<file path="config.mk">
export PLATFORM = sky130hd
export DESIGN_NAME = integer_to_radix_ascii_core
export DESIGN_NICKNAME = d
export VERILOG_FILES = /design/src/hdl/itora_pkg.sv /design/src/hdl/itora_ram.sv /design/src/hdl/itora_div.sv /design/src/hdl/integer_to_radix_ascii_core.sv
export SDC_FILE = /design/constraint.sdc
export NUM_CORES = 1
export LEC_CHECK = 0
export BUFFER_PORTS_ARGS = -buffer_cell sky130_fd_sc_hd__buf_2
export CAP_MARGIN = 20
export CORE_UTILIZATION = 45
export CTS_BUF_LIST = sky130_fd_sc_hd__clkbuf_16
export DETAILED_ROUTE_END_ITERATION = 16
export HOLD_SLACK_MARGIN = 0.06
export PLACE_DENSITY = 0.64
export REMOVE_ABC_BUFFERS = 1
export SLEW_MARGIN = 20
export SYNTH_ARGS = -nofsm -noshare
export SYNTH_HDL_FRONTEND = slang
export SYNTH_SLANG_ARGS = --single-unit
</file>
<file path="constraint.sdc">
create_clock -name clock -period 7.4 [get_ports clock]
set_clock_uncertainty 0.2 [all_clocks]
set_input_delay 1.11 -clock clock [delete_from_list [all_inputs] [get_ports clock]]
set_output_delay 1.11 -clock clock [all_outputs]
set_load 0.05 [all_outputs]
</file>
<file path="src/hdl/itora_pkg.sv">
// Shared constants, types and a helper function of the radix-to-ASCII block.
// No dependencies.
`timescale 1ns / 1ps
`default_nettype none

package itora_pkg;

   localparam int VALUE_BITS_DEFAULT = 63;
   localparam int RADIX_W = 5;
   localparam int DIGIT_W = 4;
   localparam int CHAR_W  = 7;

   localparam logic [RADIX_W-1:0] RADIX_RESET = 5'd10;
   localparam logic [RADIX_W-1:0] RADIX_MIN   = 5'd2;
   localparam logic [RADIX_W-1:0] RADIX_MAX   = 5'd16;

   localparam logic [CHAR_W-1:0] DIGIT_GLYPHS [16] = '{
      7'h30, 7'h31, 7'h32, 7'h33, 7'h34, 7'h35, 7'h36, 7'h37,
      7'h38, 7'h39, 7'h41, 7'h42, 7'h43, 7'h44, 7'h45, 7'h46
   };

   typedef struct packed {
      logic load;   // start on a new dividend
      logic cont;   // divide the held quotient again
   } div_cmd_type;

   typedef struct packed {
      logic               done;    // one-cycle pulse, digit ready
      logic               zero;    // quotient is zero
      logic [DIGIT_W-1:0] rem;     // remainder digit
   } div_status_type;

   function automatic logic [RADIX_W-1:0] effective_radix(input logic [RADIX_W-1:0] r);
      logic [RADIX_W-1:0] e;
      e = r;
      if (r < RADIX_MIN) e = RADIX_MIN;
      if (r > RADIX_MAX) e = RADIX_MAX;
      return e;
   endfunction

endpackage

`default_nettype wire

</file>
<file path="src/hdl/itora_ram.sv">
// Generic single-write, single-read RAM with registered read data.
// No dependencies.
`timescale 1ns / 1ps
`default_nettype none

module itora_ram #(
   parameter int WIDTH = 4,
   parameter int DEPTH = 63
) (
   input  wire logic                     clock,
   input  wire logic                     wr_en,
   input  wire logic [$clog2(DEPTH)-1:0] wr_addr,
   input  wire logic [WIDTH-1:0]         wr_data,
   input  wire logic [$clog2(DEPTH)-1:0] rd_addr,
   output logic      [WIDTH-1:0]         rd_data
);

   logic [WIDTH-1:0] mem_ff [DEPTH];

   always_ff @(posedge clock) begin
      if (wr_en) begin
         mem_ff[wr_addr] <= wr_data;
      end
      rd_data <= mem_ff[rd_addr];
   end

endmodule

`default_nettype wire

</file>
<file path="src/hdl/itora_div.sv">
// Bit-serial restoring divider: one quotient bit per cycle, small radix divisor.
// Depends on itora_pkg.
`timescale 1ns / 1ps
`default_nettype none

module itora_div #(
   parameter int VALUE_BITS = itora_pkg::VALUE_BITS_DEFAULT
) (
   input  wire logic                            clock,
   input  wire logic                            reset,
   input  wire itora_pkg::div_cmd_type          cmd,
   input  wire logic [VALUE_BITS-1:0]           dividend,
   input  wire logic [itora_pkg::RADIX_W-1:0]   radix,
   output itora_pkg::div_status_type            status
);

   localparam int BW = $clog2(VALUE_BITS);

   logic [VALUE_BITS-1:0]         q_ff;
   logic [itora_pkg::DIGIT_W-1:0] rem_ff;
   logic [BW-1:0]                 bit_cnt_ff;
   logic                          running_ff;
   logic                          done_ff;

   logic [itora_pkg::RADIX_W-1:0] trial;
   logic [itora_pkg::RADIX_W-1:0] diff;
   logic                          ge;
   logic [itora_pkg::DIGIT_W-1:0] rem_in;

   always_comb begin
      trial  = {rem_ff, q_ff[VALUE_BITS-1]};
      ge     = (trial >= radix);
      diff   = trial - radix;
      rem_in = ge ? diff[itora_pkg::DIGIT_W-1:0] : trial[itora_pkg::DIGIT_W-1:0];
   end

   always_ff @(posedge clock) begin
      if (reset) begin
         running_ff <= 1'b0;
         done_ff    <= 1'b0;
         bit_cnt_ff <= '0;
      end else begin
         done_ff <= 1'b0;
         if (cmd.load || cmd.cont) begin
            running_ff <= 1'b1;
            bit_cnt_ff <= '0;
         end else if (running_ff) begin
            bit_cnt_ff <= bit_cnt_ff + 1'b1;
            if (bit_cnt_ff == BW'(VALUE_BITS - 1)) begin
               running_ff <= 1'b0;
               done_ff    <= 1'b1;
            end
         end
      end
   end

   // payload: quotient shifts left, new bit enters at the bottom
   always_ff @(posedge clock) begin
      if (cmd.load) begin
         q_ff   <= dividend;
         rem_ff <= '0;
      end else if (cmd.cont) begin
         rem_ff <= '0;
      end else if (running_ff) begin
         q_ff   <= {q_ff[VALUE_BITS-2:0], ge};
         rem_ff <= rem_in;
      end
   end

   assign status.done = done_ff;
   assign status.zero = (q_ff == '0);
   assign status.rem  = rem_ff;

endmodule

`default_nettype wire

</file>
<file path="src/hdl/integer_to_radix_ascii_core.sv">
// Top level of the integer-to-radix ASCII converter.
// Depends on itora_pkg, itora_div and itora_ram.
//
// Usage:
//  - req channel: one unsigned VALUE_BITS-bit integer per transfer (req_valid/req_stall).
//  - rsp channel: one ASCII digit per transfer, most significant first;
//    rsp_last marks the least significant digit. Zero gives the single digit '0'.
//  - csr port: csr_write_enable writes csr_write_data into the radix register.
//    Radix below 2 acts as 2, above 16 acts as 16. Write it only while idle.
// Timing:
//  - Each digit takes one pass through the bit-serial divider, which
//    shifts one dividend bit per cycle through a 4-bit remainder.
//  - After the last division the digits are read back from the reversal RAM,
//    each by a registered read, then an output register load.
//  - The first digit is valid only after all divisions; the next item is
//    taken once the last digit has been loaded into the output register.
//  - req_stall is low only while idle; the last digit may still wait in the
//    output register while the next item is taken.
// Reset: synchronous, active high; radix returns to 10 and all channels go idle.
// Stall: a stalled rsp holds its digit; readback pauses until it is taken.
`timescale 1ns / 1ps
`default_nettype none

module integer_to_radix_ascii_core #(
   parameter int VALUE_BITS = itora_pkg::VALUE_BITS_DEFAULT
) (
   input  wire logic                           clock,
   input  wire logic                           reset,
   input  wire logic                           csr_write_enable,
   input  wire logic [itora_pkg::RADIX_W-1:0]  csr_write_data,
   input  wire logic                           req_valid,
   output logic                                req_stall,
   input  wire logic [VALUE_BITS-1:0]          req_value,
   output logic                                rsp_valid,
   input  wire logic                           rsp_stall,
   output logic      [itora_pkg::CHAR_W-1:0]   rsp_digit_char,
   output logic                                rsp_last
);

   localparam int AW = $clog2(VALUE_BITS);
   localparam int CW = $clog2(VALUE_BITS + 1);

   typedef enum logic [3:0] {
      ST_IDLE = 4'b0001,
      ST_DIV  = 4'b0010,
      ST_READ = 4'b0100,
      ST_LOAD = 4'b1000
   } state_type;

   state_type state_ff, state_in;

   logic [itora_pkg::RADIX_W-1:0] radix_ff;
   logic [CW-1:0]                 cnt_ff, cnt_in;
   logic                          rsp_valid_ff, rsp_valid_in;
   logic [itora_pkg::CHAR_W-1:0]  char_ff;
   logic                          last_ff;

   itora_pkg::div_cmd_type        div_cmd;
   itora_pkg::div_status_type     div_status;

   logic                          req_xfer;
   logic                          out_free;
   logic                          out_load;
   logic                          ram_wr_en;
   logic [AW-1:0]                 ram_rd_addr;
   logic [itora_pkg::DIGIT_W-1:0] ram_rd_data;
   logic [CW-1:0]                 cnt_minus1;

   assign req_stall = (state_ff != ST_IDLE);
   assign req_xfer  = req_valid && !req_stall;
   assign out_free  = !rsp_valid_ff || !rsp_stall;

   // Radix register; effective clamp applied at the divider input
   always_ff @(posedge clock) begin
      if (reset) begin
         radix_ff <= itora_pkg::RADIX_RESET;
      end else if (csr_write_enable) begin
         radix_ff <= csr_write_data;
      end
   end

   itora_div #(
      .VALUE_BITS(VALUE_BITS)
   ) u_div (
      .clock   (clock),
      .reset   (reset),
      .cmd     (div_cmd),
      .dividend(req_value),
      .radix   (itora_pkg::effective_radix(radix_ff)),
      .status  (div_status)
   );

   // Digits land least significant first; readback walks the addresses down
   assign cnt_minus1  = cnt_ff - CW'(1);
   assign ram_rd_addr = cnt_minus1[AW-1:0];

   itora_ram #(
      .WIDTH(itora_pkg::DIGIT_W),
      .DEPTH(VALUE_BITS)
   ) u_ram (
      .clock  (clock),
      .wr_en  (ram_wr_en),
      .wr_addr(cnt_ff[AW-1:0]),
      .wr_data(div_status.rem),
      .rd_addr(ram_rd_addr),
      .rd_data(ram_rd_data)
   );

   always_comb begin
      state_in     = state_ff;
      cnt_in       = cnt_ff;
      div_cmd.load = 1'b0;
      div_cmd.cont = 1'b0;
      ram_wr_en    = 1'b0;
      out_load     = 1'b0;
      case (state_ff)
         ST_IDLE: begin
            if (req_xfer) begin
               div_cmd.load = 1'b1;
               cnt_in       = '0;
               state_in     = ST_DIV;
            end
         end
         ST_DIV: begin
            // store each digit; divide again until the quotient runs out
            if (div_status.done) begin
               ram_wr_en = 1'b1;
               cnt_in    = cnt_ff + CW'(1);
               if (div_status.zero) begin
                  state_in = ST_READ;
               end else begin
                  div_cmd.cont = 1'b1;
               end
            end
         end
         ST_READ: begin
            state_in = ST_LOAD;
         end
         ST_LOAD: begin
            // hold the read address until the output register frees up
            if (out_free) begin
               out_load = 1'b1;
               cnt_in   = cnt_minus1;
               state_in = (cnt_ff == CW'(1)) ? ST_IDLE : ST_READ;
            end
         end
         default: begin
            state_in = ST_IDLE;
         end
      endcase
   end

   always_comb begin
      rsp_valid_in = rsp_valid_ff;
      if (out_load) begin
         rsp_valid_in = 1'b1;
      end else if (!rsp_stall) begin
         rsp_valid_in = 1'b0;
      end
   end

   always_ff @(posedge clock) begin
      if (reset) begin
         state_ff     <= ST_IDLE;
         cnt_ff       <= '0;
         rsp_valid_ff <= 1'b0;
      end else begin
         state_ff     <= state_in;
         cnt_ff       <= cnt_in;
         rsp_valid_ff <= rsp_valid_in;
      end
   end

   // Output payload: advance only on a load
   always_ff @(posedge clock) begin
      if (out_load) begin
         char_ff <= itora_pkg::DIGIT_GLYPHS[ram_rd_data];
         last_ff <= (cnt_ff == CW'(1));
      end
   end

   assign rsp_valid      = rsp_valid_ff;
   assign rsp_digit_char = char_ff;
   assign rsp_last       = last_ff;

endmodule

`default_nettype wire

</file>
==> Word-level counts from Yosys, hierarchy flattened <==
Memory sizes are Yosys's and may differ from the RTL's. A register that Yosys moved wholly into a read port is not among the register bits.
Cells that the tools add are included.
{ "word_totals": {"register_bits": 92, "ramBits": 252, "romBits": 112, "input_bits": 73, "out_inout_bits": 10, "elab_cells": 82, "mem_count": 2} }
{ "op_classes": {"n_addsub": 4, "magnitude_cmp": 3, "eq_ne": 13, "muxes": 33, "n_bitwise": 2, "n_reduce_logical": 15} }
{ "mem_list": {"columns": ["name", "depth", "word_bits", "read_ports", "rd_ports_with_merged_regs", "write_ports", "line", "source"], "rows": [
  ["u_ram.mem_ff", 63, 4, 1, 1, 1, "itora_ram.sv:18", "logic [WIDTH-1:0] mem_ff [DEPTH];"],
  ["(name not given)", 16, 7, 1, 1, 0, "integer_to_radix_ascii_core.sv:177", "char_ff <= itora_pkg::DIGIT_GLYPHS[ram_rd_data];"]
]} }
{ "ops": {"columns": ["op", "n"], "rows": [
  ["2-to-1 mux 63 bit", 3],
  ["zero test 63 bit", 1],
  ["2-to-1 mux 4 bit", 5],
  ["2-to-1 mux 6 bit", 3],
  ["one-hot mux 6 bit (3 select lines)", 1],
  ["2-to-1 mux 1 bit", 17],
  ["one-hot mux 4 bit (4 select lines)", 1],
  ["adder 6 x 1 -> 6 bit, second input constant", 2],
  ["2-to-1 mux 5 bit", 2],
  ["AND reduction 4 bit", 2],
  ["equality test 6 x 1 -> 1 bit, second input constant", 1],
  ["equality test 6 bit, second input constant", 1],
  ["!= test 2 x 1 -> 1 bit, second input constant", 3],
  ["!= test 2 bit, second input constant", 3],
  ["subtractor 6 x 1 -> 6 bit, second input constant", 1],
  [">= comparator 5 bit", 1],
  ["greater-than comparator 5 bit, second input constant", 1],
  ["less-than comparator 5 x 2 -> 1 bit, second input constant", 1],
  ["inverter 4 -> 5 bit", 1],
  ["equality test 4 x 1 -> 1 bit, second input constant", 1],
  ["equality test 4 x 2 -> 1 bit, second input constant", 1],
  ["equality test 4 x 3 -> 1 bit, second input constant", 1],
  ["equality test 4 bit, second input constant", 1],
  ["!= test 4 x 1 -> 1 bit, second input constant", 1],
  ["other kinds (11)", 15]
]} }

==> Longest topological paths before layout <==
Gate-level depths: netlist (run 1).
{ "depth": {"depth_word": 7, "ltp_mapped": 12, "ltp_nobuf": 9} }

==> Hierarchy <==
A second synthesis (run 1) with hierarchy kept.
{ "hier_totals": {"hier_cells": 925, "hier_area_um2": 15175.8} }
{ "modules_own_cells": {"columns": ["module", "instances", "cells_each", "area_per_inst_um2", "seq_area_each_um2"], "rows": [
  ["itora_ram", 1, 526, 10274.9, 7647.3],
  ["itora_div", 1, 233, 3469.6, 2132.0],
  ["integer_to_radix_ascii_core", 1, 166, 1431.4, 530.5]
]} }

==> Worst setup path after synthesis (run 1) <==
No wires, ideal clock.
{ "synth_path": {"path_kind": "input -> register", "start": "input req_valid", "end": "register u_div.q_ff[0], enable pin", "setup_time_ns": 0.686, "t_arrival_ns": 2.645, "t_required_ns": 6.514, "slack_ns": 3.868, "stages": 4, "n_path_buf": 2, "path_cell_list": "nand2_1 > buf_2 > buf_2 > nand2_1"} }
{ "synth_between": {"elab_chain_cells": 5, "elab_cells_between_ends": 6, "classes_between": "1 x eq/ne; 2 x mux; 3 x reduce/logical"} }
{ "synth_rtl": {"columns": ["item", "line", "source"], "rows": [
  ["start: declaration", "integer_to_radix_ascii_core.sv:31", "input wire logic req_valid,"],
  ["logical AND 1 bit *", "integer_to_radix_ascii_core.sv:70", "assign req_xfer = req_valid && !req_stall;"],
  ["2-to-1 mux 1 bit *", "integer_to_radix_ascii_core.sv:118", "if (req_xfer) begin"],
  ["2-to-1 mux 1 bit *", "integer_to_radix_ascii_core.sv:116", "case (state_ff)"],
  ["!= test 2 x 1 -> 1 bit (no source line) or nonzero test 2 bit (tied branches)", null, null],
  ["AND reduction 2 bit (no source line) *", null, null],
  ["end signal: assignment", "itora_div.sv:60", "q_ff <= dividend;"],
  ["end signal: assignment", "itora_div.sv:65", "q_ff <= {q_ff[VALUE_BITS-2:0], ge};"],
  ["end: declaration", "itora_div.sv:19", "logic [VALUE_BITS-1:0] q_ff;"]
]} }
Every way passes the cells marked *; elsewhere a longest branch is shown, timed or not.
A chain may end at the register's enable or synchronous reset.

==> Worst setup path after layout (run 1) <==
{ "layout_path": {"start": "register cnt_ff[0]", "end": "register u_ram.rd_data[0], read port of u_ram.mem_ff"} }
{ "layout_between": {"elab_chain_cells": 1} }
{ "layout_rtl": {"columns": ["item", "line", "source"], "rows": [
  ["start: declaration", "integer_to_radix_ascii_core.sv:53", "logic [CW-1:0] cnt_ff, cnt_in;"],
  ["start signal: assignment", "integer_to_radix_ascii_core.sv:169", "cnt_ff <= cnt_in;"],
  ["subtractor 6 x 1 -> 6 bit", "integer_to_radix_ascii_core.sv:94", "assign cnt_minus1 = cnt_ff - CW'(1);"],
  ["end: declaration", "itora_ram.sv:15", "output logic [WIDTH-1:0] rd_data"]
]} }
Every way passes these cells.

==> reports/metrics.yaml, run 1 <==
worst_setup_path:
  critical_path_class: "reg2reg"
  path_max_fanout: 44
  reg2reg_from: "cnt_ff[0]$_SDFFE_PP0P_"
  r2r_cells: 9
  crit_path_start_kind: "flop"
  rrSetupSlack_ps: 3620
  cp_slowest_cell: "ha_2"
  cp_data_required_time_ps: 7650
  cp-end-kind: "flop"
  critPathMaxStageDelay_ps: 880
  worstPathArrival_ps: 4030
  worstReg2RegEnd: "u_ram.rd_data[0]$_DFF_P_"
  path_cells: "inv_1 -> ha_2 -> buf_4 -> nor2_1 -> a211oi_1 -> a21oi_1 -> a32oi_1 -> nand3_1 -> o21ai_1"
drt:
  drc: 0
  vias_per_cell: 5.487
  wl_per_cell_microns: 20.81
  drt_iter0_drc: 737
  wirelength_microns: 30740
  ant_nets: 0
  via_count: 8104
  firstDrtPassIters: 5
pwr:
  worst_ir_drop_vdd_v: 0.0002211
  power_switching_share_pct: 30.93
  seq_power_share_pct: 45.1
  p_per_area_nw_per_um2: 371.6
  p_clk_share_pct: 29.0
  cell_internal_pwr_mw: 4.350
  p_comb_share_pct: 25.9
  p_sw_mw: 1.948
  p_leak_nw: 5.597
  power_mw: 6.297
clock_network:
  post-cts-setup-buffers: 0
  clk_pin_slew_ps: 60
  holdBufCountCts: 0
  postCtsResizedCells: 0
  clk_latency_ps: 520
  cts_tree: "yes"
  clock_path_buffers: 3
  htree_levels: 2
  numCtsBuffers: 39
  cts_root_buffer: "clkbuf_16"
  cts_num_sinks: 354
hold_path:
  hp-class: "reg2reg"
  min_path_cells: 2
  min-delay-start: "radix_ff[4]$_SDFFE_PP0P_"
  hold-path-endpoint: "radix_ff[4]$_SDFFE_PP0P_"
grt:
  grt_overflow_total: 0
  grt_pass1_vias: 8528
  grt_start_max_net_pins: 67
  grt_antenna_before_repair: 0
  grt_pass1_wl_microns: 48510
  grt.total_usage_pct: 18.78
synth:
  synth-seq-area-share_pct: 69.16
  yosysTopAreaCell: "edfxtp_1"
  synth_area_leaders: "edfxtp_1 (65%), mux4_2 (9.1%), mux2_2 (4.7%), dfxtp_1 (4.3%), nor2_1 (2.3%)"
  netlist_instances: 925
  yosys.area_share.simple_pct: 8.125
  synth.top_cell.area_share_pct: 64.86
  synth.avg_cell_area_sq_um: 16.12
  async_reset_ff_share_pct: 0
  synth_compound_area_share_pct: 3.903
  synth_top_family_by_area: "multiplexers"
  ys_ff_latch: 354
  synth_flop_cell: "edfxtp_1"
  synth.area.mux_share_pct: 14.82
  ys_warn_count: 0
  synthesis.area_sq_um: 14910
  synth_xor_area_share_pct: 0.7554
  synth.distinct_cells: 63
  synth-edff-count: 322
  synth_common_cells: "edfxtp_1 (322), nor2_1 (91), nand2_1 (69), mux2_2 (62), mux4_2 (60)"
  yosysMostFrequentCell: "edfxtp_1"
  synth_fa_ha_area_share_pct: 1.142
die:
  fp.dieH_microns: 184.0
  core.rowCount: 66
  core_area_sq_um: 32540
  die_x_microns: 184.0
  dieArea_sq_um: 33860
  ios: 83
  initial_utilization_pct: 45.82
sta:
  maxSlewViolCount: 0
  tns_ps: 0
  max_freq_ghz: 0.2645
  finalSetupViolCount: 0
  fin_crit_sh_pct: 51.09
  grt_setup_unrepaired: "no"
  hold_viol_final: 0
  finalWorstSetupSlack_ps: 3619
  maxSlewHeadroom_pct: 35.02
  period_minus_slack_ps: 3781
  max_slew.worst_pin.slew_ps: 973.1
  holdWs_ps: 293.7
cells_and_area:
  final_layout_size_suffix_gt1_share_pct: 28.05
  area_growth_pct: 13.67
  stdcell_area_sq_um: 16950
  fin_util_pct: 52.08
  fill_cells: 2769
  num-nets-final: 1091
  stdcell_count: 1477
placement:
  hpwl_microns: 19230
  io_buffers: 82
  dp_cells: 1406
  post_dp_cell_area_sq_um: 15720
  dp_slack_ps: 3599
  gp_congestion: 0.7958
status:
  status: "complete, no violations"
job:
  drv_cap: 0
metal layers:
metal  share of wire [%]  vias to the layer above  global-route usage [%]
li1                    -                     3780                       -
met1                  43                     4017                   25.31
met2                  47                      258                   30.26
met3                 6.7                       49                   4.418
met4                 2.4                        0                   5.733
met5                   0                        -                       0
area by class of cell:
class	count	area, sq um	area share [%]
Tap cell	442	553.0	3.264
Multi-Input combinational cell	502	4317	25.47
Timing Repair Buffer	90	470.5	2.776
Inverter	18	67.56	0.3987
Sequential cell	354	10320	60.91
Clock buffer	41	1026	6.055
Clock inverter	29	187.7	1.108
Antenna cell	1	2.502	0.01477
how the worst max path moves through the flow:
stage	end	slack, ps	startpoint	depth (start not counted)
2_1_floorplan	u_ram.rd_data[3]$_DFF_P_	1160	cnt_ff[0]$_SDFFE_PP0P_	7
3_3_place_gp	u_ram.rd_data[0]$_DFF_P_	3660	cnt_ff[0]$_SDFFE_PP0P_	9
3_5_place_dp	u_ram.rd_data[0]$_DFF_P_	3600	cnt_ff[0]$_SDFFE_PP0P_	9
5_1_grt	u_ram.rd_data[0]$_DFF_P_	3310	cnt_ff[0]$_SDFFE_PP0P_	9
4_1_cts	u_ram.rd_data[0]$_DFF_P_	3570	cnt_ff[0]$_SDFFE_PP0P_	9
6_report	u_ram.rd_data[0]$_DFF_P_	3620	cnt_ff[0]$_SDFFE_PP0P_	9
cell usage in the layout, fill, tap and decap left out, drive strengths merged, types with 5 or more instances in the layout:
master    count
xor2          6
mux4         60
a32oi         8
buf          90
clkbuf       41
nor4         18
dfxtp        32
nor2         91
mux2         62
edfxtp      322
inv          22
o21ai        16
clkinv       18
nor3         11
mux2i        16
a211oi       10
nand2        69
nand3        32
nand4        10
nor2b         8
ha           12
or3           5
xnor2         6
clkinvlp      5
a21oi        15
worst max-delay path, delay by kind of cell (launching register included):
| kind | cells | cell delay [ps] |
|---|---|---|
| AO/OA/AOI/OAI | 4 | 760 |
| adder cells (fa/ha/maj) | 1 | 880 |
| buffers and inverters | 2 | 880 |
| flip-flops | 1 | 770 |
| AND/OR/NAND/NOR | 2 | 200 |
flip-flops by register name, summed over array words and instances (netlist names):
signal and cells:
u_div.rem_ff 4, radix_ff 5, u_div.running_ff 1, rsp_valid 1
u_div.done_ff 1, u_div.q_ff 63, u_ram.mem_ff 252, u_div.bit_cnt_ff 6
u_ram.rd_data 4, rsp_digit_char 6, cnt_ff 6, state_ff 4
rsp_last 1
cells by family (layout without fill, tap and decap cells):
family                   count (synthesis)  count (layout)
buffers and inverters                   69             178
other                                    0               1
adder cells (fa/ha/maj)                 13              13
AND/OR/NAND/NOR                        259             259
XOR/XNOR                                12              12
multiplexers                           138             138
AO/OA/AOI/OAI                           80              80
flip-flops                             354             354
power by group through the flow:
stage               clock, mW  sequential, mW  combinational, mW
floorplan                   0            2.88               1.11
global placement            0            2.87               1.61
detailed placement          0            2.88               1.63
CTS                      1.86            2.84               1.64
global route             1.93            2.87               1.78
finish                   1.83            2.84               1.63
Note: power is estimated with default switching activity, not from simulation.
==> inputs of run 2 (changes only) <==
--- a/config.mk
+++ b/config.mk
@@ -11,7 +11,7 @@
 export CTS_BUF_LIST = sky130_fd_sc_hd__clkbuf_16
 export DETAILED_ROUTE_END_ITERATION = 16
 export HOLD_SLACK_MARGIN = 0.06
-export PLACE_DENSITY = 0.64
+export PLACE_DENSITY = 0.66
 export REMOVE_ABC_BUFFERS = 1
 export SLEW_MARGIN = 20
 export SYNTH_ARGS = -nofsm -noshare
==> constraint.sdc (replaced) <==
create_clock -name clock -period 3.3 [get_ports clock]
set_clock_uncertainty 0.2 [all_clocks]
set_input_delay 0.495 -clock clock [delete_from_list [all_inputs] [get_ports clock]]
set_output_delay 0.495 -clock clock [all_outputs]
set_load 0.05 [all_outputs]
==> reports/metrics.yaml, run 2 (synthesized netlist as in run 1, its figures left out) <==
sta:
  grt_setup_unrepaired: "no"
  fin_crit_sh_pct: 87.57  # +36 points
  hold_viol_final: 0  # unchanged
  max_slew.worst_pin.slew_ps: 880.3  # -92.85 ps
  finalSetupViolCount: 0  # unchanged
  period_minus_slack_ps: 2890  # -890.7 ps
  maxSlewHeadroom_pct: 40.92  # +5.9 points
  max_freq_ghz: 0.3460  # +31%
  maxSlewViolCount: 0  # unchanged
grt:
  grt_start_max_net_pins: 67  # unchanged
  grt_pass1_vias: 8442  # -1.0%
  grt.busiest_layer: "met2"
  grt_use_met1_pct: 26.75  # +1.4 points
  grt_antenna_before_repair: 2  # +2
  grt_pass1_wl_microns: 49690  # +2.4%
  grt_use_met2_pct: 30.47  # +0.21 points
  grt.total_usage_pct: 19.30  # +0.52 points
  grt_overflow_total: 0  # unchanged
  grt_use_met3_pct: 4.556  # +0.14 points
placement:
  gp_congestion: 0.8133  # +2.2%
  io_buffers: 82  # unchanged
  hpwl_microns: 20330  # +5.8%
  post_dp_cell_area_sq_um: 15870  # +0.93%
worst_setup_path:
  crit_path_start_kind: "flop"
  cp_slowest_cell: "ha_2"
  critical_path_class: "reg2reg"
  cp_top_family: "adder cells"
  path_cells: "inv_1 -> ha_2 -> buf_12 -> mux4_2 -> mux2i_1 -> a32oi_1 -> nand4_1 -> o21ai_1"
  rrSetupSlack_ps: 410  # -3210 ps
  critPathMaxStageDelay_ps: 600  # -280 ps
  path_max_fanout: 33  # -25%
  worstPathArrival_ps: 3070  # -960 ps
  cp_data_required_time_ps: 3480  # -4170 ps
  cp-end-kind: "flop"
  cp.buffers_inverters: 2  # unchanged
drt:
  drc: 0  # unchanged
  ant_nets: 0  # unchanged
  vias_per_cell: 5.592  # +1.9%
  firstDrtPassIters: 5  # unchanged
  wirelength_microns: 31790  # +3.4%
  wl_per_cell_microns: 21.08  # +1.3%
  drt_iter0_drc: 813  # +10%
  via_count: 8433  # +4.1%
clock_network:
  clock_path_buffers: 3  # unchanged
  cts_num_sinks: 354  # unchanged
  clk_pin_slew_ps: 60  # about the same
  cts_tree: "yes"
  numCtsBuffers: 38  # -2.6%
  clk_latency_ps: 520  # about the same
  cts_root_buffer: "clkbuf_16"
  htree_levels: 2  # unchanged
  post-cts-setup-buffers: 0  # unchanged
  postCtsResizedCells: 0  # unchanged
pwr:
  p_per_area_nw_per_um2: 835.4  # +120%
  p_leak_nw: 5.792  # +3.5%
  worst_ir_drop_vdd_v: 0.0005537  # +150%
  power_mw: 14.44  # +130%
die:
  die_x_microns: 184.0  # unchanged
  core.rowCount: 66  # unchanged
  ios: 83  # unchanged
  core_area_sq_um: 32540  # unchanged
  dieArea_sq_um: 33860  # unchanged
  fp.dieH_microns: 184.0  # unchanged
  initial_utilization_pct: 45.82  # unchanged
cells_and_area:
  final_layout_size_suffix_gt1_share_pct: 28.52  # +0.47 points
  layout.cells.most_common: "edfxtp_1"
  area_growth_pct: 15.99
  final_cell_mix: "edfxtp_1 (322), nor2_1 (91), buf_2 (82), nand2_1 (67), mux2_2 (62)"
  largest_reg_flops: 252  # unchanged
  reg_top3: "u_ram.mem_ff (252), u_div.q_ff (63)"
  stdcell_area_sq_um: 17290  # +2.0%
  top_register: "u_ram.mem_ff"
  fill_cells: 2670  # -3.6%
  num-nets-final: 1122  # +2.8%
  n_antenna_cell: 0  # -1
hold_path:
  hp-class: "in2reg"
job:
  drv_cap: 0  # unchanged
status:
  status: "complete, no violations"
## run 2: changes by cell type in the layout (fill, tap and decap cells not counted), sizes merged
cell / change
dlygate4sd3: +16
buf: +16
diode: -1
clkinv: -5
bufinv: +2
inv: +6
clkinvlp: -3
## run 2: worst register-to-register path, cell delays in order, from the launching register on
cell,delay (ps)
dfxtp_1,540
inv_1,200
ha_2,600
buf_12,260
mux4_2,370
mux2i_1,230
a32oi_1,120
nand4_1,150
o21ai_1,70
## run 2: stage by stage
stage / TNS, ps / worst slack [ps] / hold slack, ps / instances / util, %
floorplan: -367210 / -2945 / 260.4 / 874 / -
global placement: 0 / 404.0 / 283.6 / 1422 / 48.77
detailed placement: 0 / 408.1 / 289.5 / 1422 / 48.77
CTS: 0 / 389.3 / 60.48 / 1508 / 53.14
global route: 0 / 276.5 / 60.48 / 1508 / 53.14
finish: 0 / 410.1 / 74.41 / 1508 / 53.14
## run 2: path summary, 6_finish.rpt
check,from,cells past startpoint,to
worst max-delay path,cnt_ff[1]$_SDFFE_PP0P_,8,u_ram.rd_data[1]$_DFF_P_
worst min-delay path,req_value[62],2,u_div.q_ff[62]$_DFFE_PP_
worst max register to register,cnt_ff[1]$_SDFFE_PP0P_,8,u_ram.rd_data[1]$_DFF_P_
worst min register to register,radix_ff[4]$_SDFFE_PP0P_,2,radix_ff[4]$_SDFFE_PP0P_
## run 2: layout make-up
class	instances	area (sq um)	share of cell area, %
multi-input combinational	502	4300	24.87
inverter	18	67.56	0.3908
clock buffer	41	1026	5.934
clock inverter	29	236.5	1.368
timing repair buffer	122	788.3	4.559
sequential	354	10320	59.68
tap	442	553.0	3.198
## run 2: where the power goes
group          internal, mW  switching, mW  leakage, nW
clock                  2.55           1.70        0.643
combinational          1.59           2.36         1.91
sequential             5.91          0.334         3.24
total                  10.0           4.40         5.79
## run 2: layer usage
layer  wire, microns  vias to the layer above  part of all wire, %
met5              27                        -                0.085
met4             520                        4                  1.6
met3            2467                       45                  7.8
met2           15150                      335                   48
met1           13620                     4211                   43
li1                -                     3838                    -
## run 2: repair_timing
action	CTS	global route
hold endpoints to repair	16	0
setup endpoints to repair	0	0
hold buffers	16	0
==> inputs of run 3 (changes only) <==
--- a/config.mk
+++ b/config.mk
@@ -7,12 +7,13 @@
 export LEC_CHECK = 0
 export BUFFER_PORTS_ARGS = -buffer_cell sky130_fd_sc_hd__buf_2
 export CAP_MARGIN = 20
+export CELL_PAD_IN_SITES_DETAIL_PLACEMENT = 0
+export CELL_PAD_IN_SITES_GLOBAL_PLACEMENT = 1
 export CORE_UTILIZATION = 45
 export CTS_BUF_LIST = sky130_fd_sc_hd__clkbuf_16
 export DETAILED_ROUTE_END_ITERATION = 16
 export HOLD_SLACK_MARGIN = 0.06
-export PLACE_DENSITY = 0.66
-export REMOVE_ABC_BUFFERS = 1
+export PLACE_DENSITY = 0.75
 export SLEW_MARGIN = 20
 export SYNTH_ARGS = -nofsm -noshare
 export SYNTH_HDL_FRONTEND = slang
==> reports/metrics.yaml, run 3 (synthesized netlist as in run 1, its figures left out) <==
clock_network:
  htree_levels: 2  # unchanged
  cts_num_sinks: 354  # unchanged
  numCtsBuffers: 39  # +2.6%
  cts_root_buffer: "clkbuf_16"
  clk_pin_slew_ps: 60  # about the same
  post-cts-setup-buffers: 0  # unchanged
  postCtsResizedCells: 0  # unchanged
  cts_tree: "yes"
  clock_path_buffers: 3  # unchanged
  clk_latency_ps: 530  # about the same
hold_path:
  min-delay-start: "req_value[37]"
  hold-path-endpoint: "u_div.q_ff[37]$_DFFE_PP_"
  hp-class: "in2reg"
  min_path_cells: 2  # unchanged
grt:
  grt_pass1_vias: 8482  # +0.47%
  grt_pass1_wl_microns: 49010  # -1.4%
  grt_start_max_net_pins: 67  # unchanged
  grt_overflow_total: 0  # unchanged
  grt_antenna_before_repair: 1  # -1
  grt.total_usage_pct: 19.18  # -0.12 points
status:
  status: "complete, no violations"
sta:
  period_minus_slack_ps: 2951  # +61.46 ps
  grt_setup_unrepaired: "no"
  max_freq_ghz: 0.3388  # -2.1%
  finalWorstSetupSlack_ps: 348.7  # -61.45 ps
  fin_crit_sh_pct: 89.43  # +1.9 points
  maxSlewHeadroom_pct: 35.59  # -5.3 points
  tns_ps: 0  # unchanged
  hold_viol_final: 0  # unchanged
  finalSetupViolCount: 0  # unchanged
  maxSlewViolCount: 0  # unchanged
  max_slew.worst_pin.slew_ps: 959.7  # +79.37 ps
pwr:
  p_clk_share_pct: 28.6  # -0.9 points
  cell_internal_pwr_mw: 9.813  # -2.3%
  p_comb_share_pct: 27.6  # +0.3 points
  p_leak_nw: 5.846  # +0.93%
  power_switching_share_pct: 30.93  # +0.50 points
  worst_ir_drop_vdd_v: 0.0005460  # -1.4%
  p_per_area_nw_per_um2: 815.3  # -2.4%
  p_sw_mw: 4.395  # about the same
  seq_power_share_pct: 43.8  # +0.6 points
worst_setup_path:
  rrSetupSlack_ps: 350  # -60 ps
  critPathMaxStageDelay_ps: 640  # +40 ps
  worstReg2RegEnd: "u_ram.mem_ff[24][1]$_DFFE_PP_"
  critical_path_class: "reg2reg"
  worstPathArrival_ps: 2930  # -140 ps
  path_cells: "nor4b_2 -> nand2_1 -> nor2_1 -> nand3_1 -> nor2_1"
  cp_data_required_time_ps: 3280  # -200 ps
  crit_path_start_kind: "flop"
  r2r_cells: 5  # -3
  reg2reg_from: "state_ff[1]$_SDFFE_PP0P_"
  path_max_fanout: 8  # -76%
  cp_slowest_cell: "nor4b_2"
  crit_path_frequent_cell: "nor2_1"
  cp-end-kind: "flop"
cells_and_area:
  reg_top3: "u_ram.mem_ff (252), u_div.q_ff (63)"
  largest_reg_flops: 252  # unchanged
  final_layout_size_suffix_gt1_share_pct: 28.36  # -0.16 points
  top_register: "u_ram.mem_ff"
  num-nets-final: 1142  # +1.8%
  area_growth_pct: 16.91
  final_cell_mix: "edfxtp_1 (322), nor2_1 (91), buf_2 (82), nand2_1 (67), mux2_2 (62)"
  fin_util_pct: 53.56  # +0.42 points
  layout.cells.most_common: "edfxtp_1"
die:
  fp.dieH_microns: 184.0  # unchanged
  dieArea_sq_um: 33860  # unchanged
  core.rowCount: 66  # unchanged
  ios: 83  # unchanged
  die_x_microns: 184.0  # unchanged
  initial_utilization_pct: 45.82  # unchanged
  core_area_sq_um: 32540  # unchanged
drt:
  drc: 0  # unchanged
  via_count: 8308  # -1.5%
  drt_iter0_drc: 602  # -26%
  wirelength_microns: 31460  # -1.0%
  firstDrtPassIters: 5  # unchanged
  ant_nets: 0  # unchanged
  wl_per_cell_microns: 20.58  # -2.4%
  vias_per_cell: 5.434  # -2.8%
placement:
  dp_slack_ps: 335.2  # -72.89 ps
  hpwl_microns: 20160  # -0.87%
  gp_congestion: 0.8145  # +0.15%
  io_buffers: 82  # unchanged
job:
  drv_cap: 0  # unchanged
synth:
  synth.net_count: 1011
## run 3: cell types whose count changed in the layout (fill, tap and decap cells not counted), moves of 2 or more
| cell | previous run | this run |
|---|---|---|
| dlygate4sd3_1 | 16 | 35 |
| clkinv_2 | 4 | 7 |
| bufinv_16 | 4 | 2 |
| clkbuf_16 | 41 | 39 |
| clkinv_1 | 9 | 5 |
| clkinvlp_4 | 2 | 5 |
## run 3: power groups by stage
stage	Combinational [mW]	Sequential (mW)	Clock, mW
after floorplan	2.61	6.37	0
after global placement	3.91	6.32	0
after detailed placement	3.93	6.32	0
after CTS	3.97	6.23	4.16
after global routing	4.29	6.30	4.32
final	3.92	6.23	4.06
## run 3: through the flow
stage	instance area [sq um]	hold slack (ps)	instances	total power, mW
floorplan	14910	260.4	925	8.978
global placement	15870	284.8	1422	10.22
detailed placement	15870	288.6	1422	10.25
CTS	17430	60.14	1528	14.35
global route	17430	64.18	1528	14.90
finish	17430	74.96	1529	14.21
## run 3: area by class of cell
| type | count | area [sq um] |
|---|---|---|
| fillers | 2677 | 15110 |
| clock inverters | 32 | 231.5 |
| flip-flops and latches | 354 | 10320 |
| inverters | 18 | 67.56 |
| clock buffers | 39 | 975.9 |
| diodes | 1 | 2.502 |
| multi-input cells | 502 | 4300 |
| well taps | 442 | 553.0 |
| repair buffers | 141 | 978.4 |
## run 3: repair_timing
item / CTS / global route
hold buffers: 35 / 0
endpoints found under the hold margin: 35 / 0
setup endpoints to repair: 0 / 0
## run 3: worst max-delay path by stage
| stage | startpoint | to | slack [ps] | cells past startpoint |
|---|---|---|---|---|
| floorplan | state_ff[1]$_SDFFE_PP0P_ | u_div.q_ff[0]$_DFFE_PP_ | 60 | 6 |
| global placement | state_ff[1]$_SDFFE_PP0P_ | u_ram.mem_ff[29][1]$_DFFE_PP_ | 460 | 5 |
| detailed placement | state_ff[1]$_SDFFE_PP0P_ | u_ram.mem_ff[24][1]$_DFFE_PP_ | 340 | 5 |
| CTS | state_ff[1]$_SDFFE_PP0P_ | u_ram.mem_ff[24][2]$_DFFE_PP_ | 320 | 5 |
| global route | state_ff[1]$_SDFFE_PP0P_ | u_ram.mem_ff[29][3]$_DFFE_PP_ | 20 | 5 |
| finish | state_ff[1]$_SDFFE_PP0P_ | u_ram.mem_ff[24][1]$_DFFE_PP_ | 350 | 5 |
## run 3: worst max-delay path: cells and delay by family, from the launching register on
kind / cells / cell delay (ps)
flops: 1 / 480
simple gates: 5 / 1920
## run 3: routing by layer
metal | track usage [%] | vias up | routed length [microns]
met4 | 5.600 | 0 | 644
met2 | 31.36 | 219 | 15150
met3 | 3.962 | 46 | 1816
met5 | 0 | - | 0
li1 | - | 3887 | -
met1 | 25.88 | 4156 | 13850
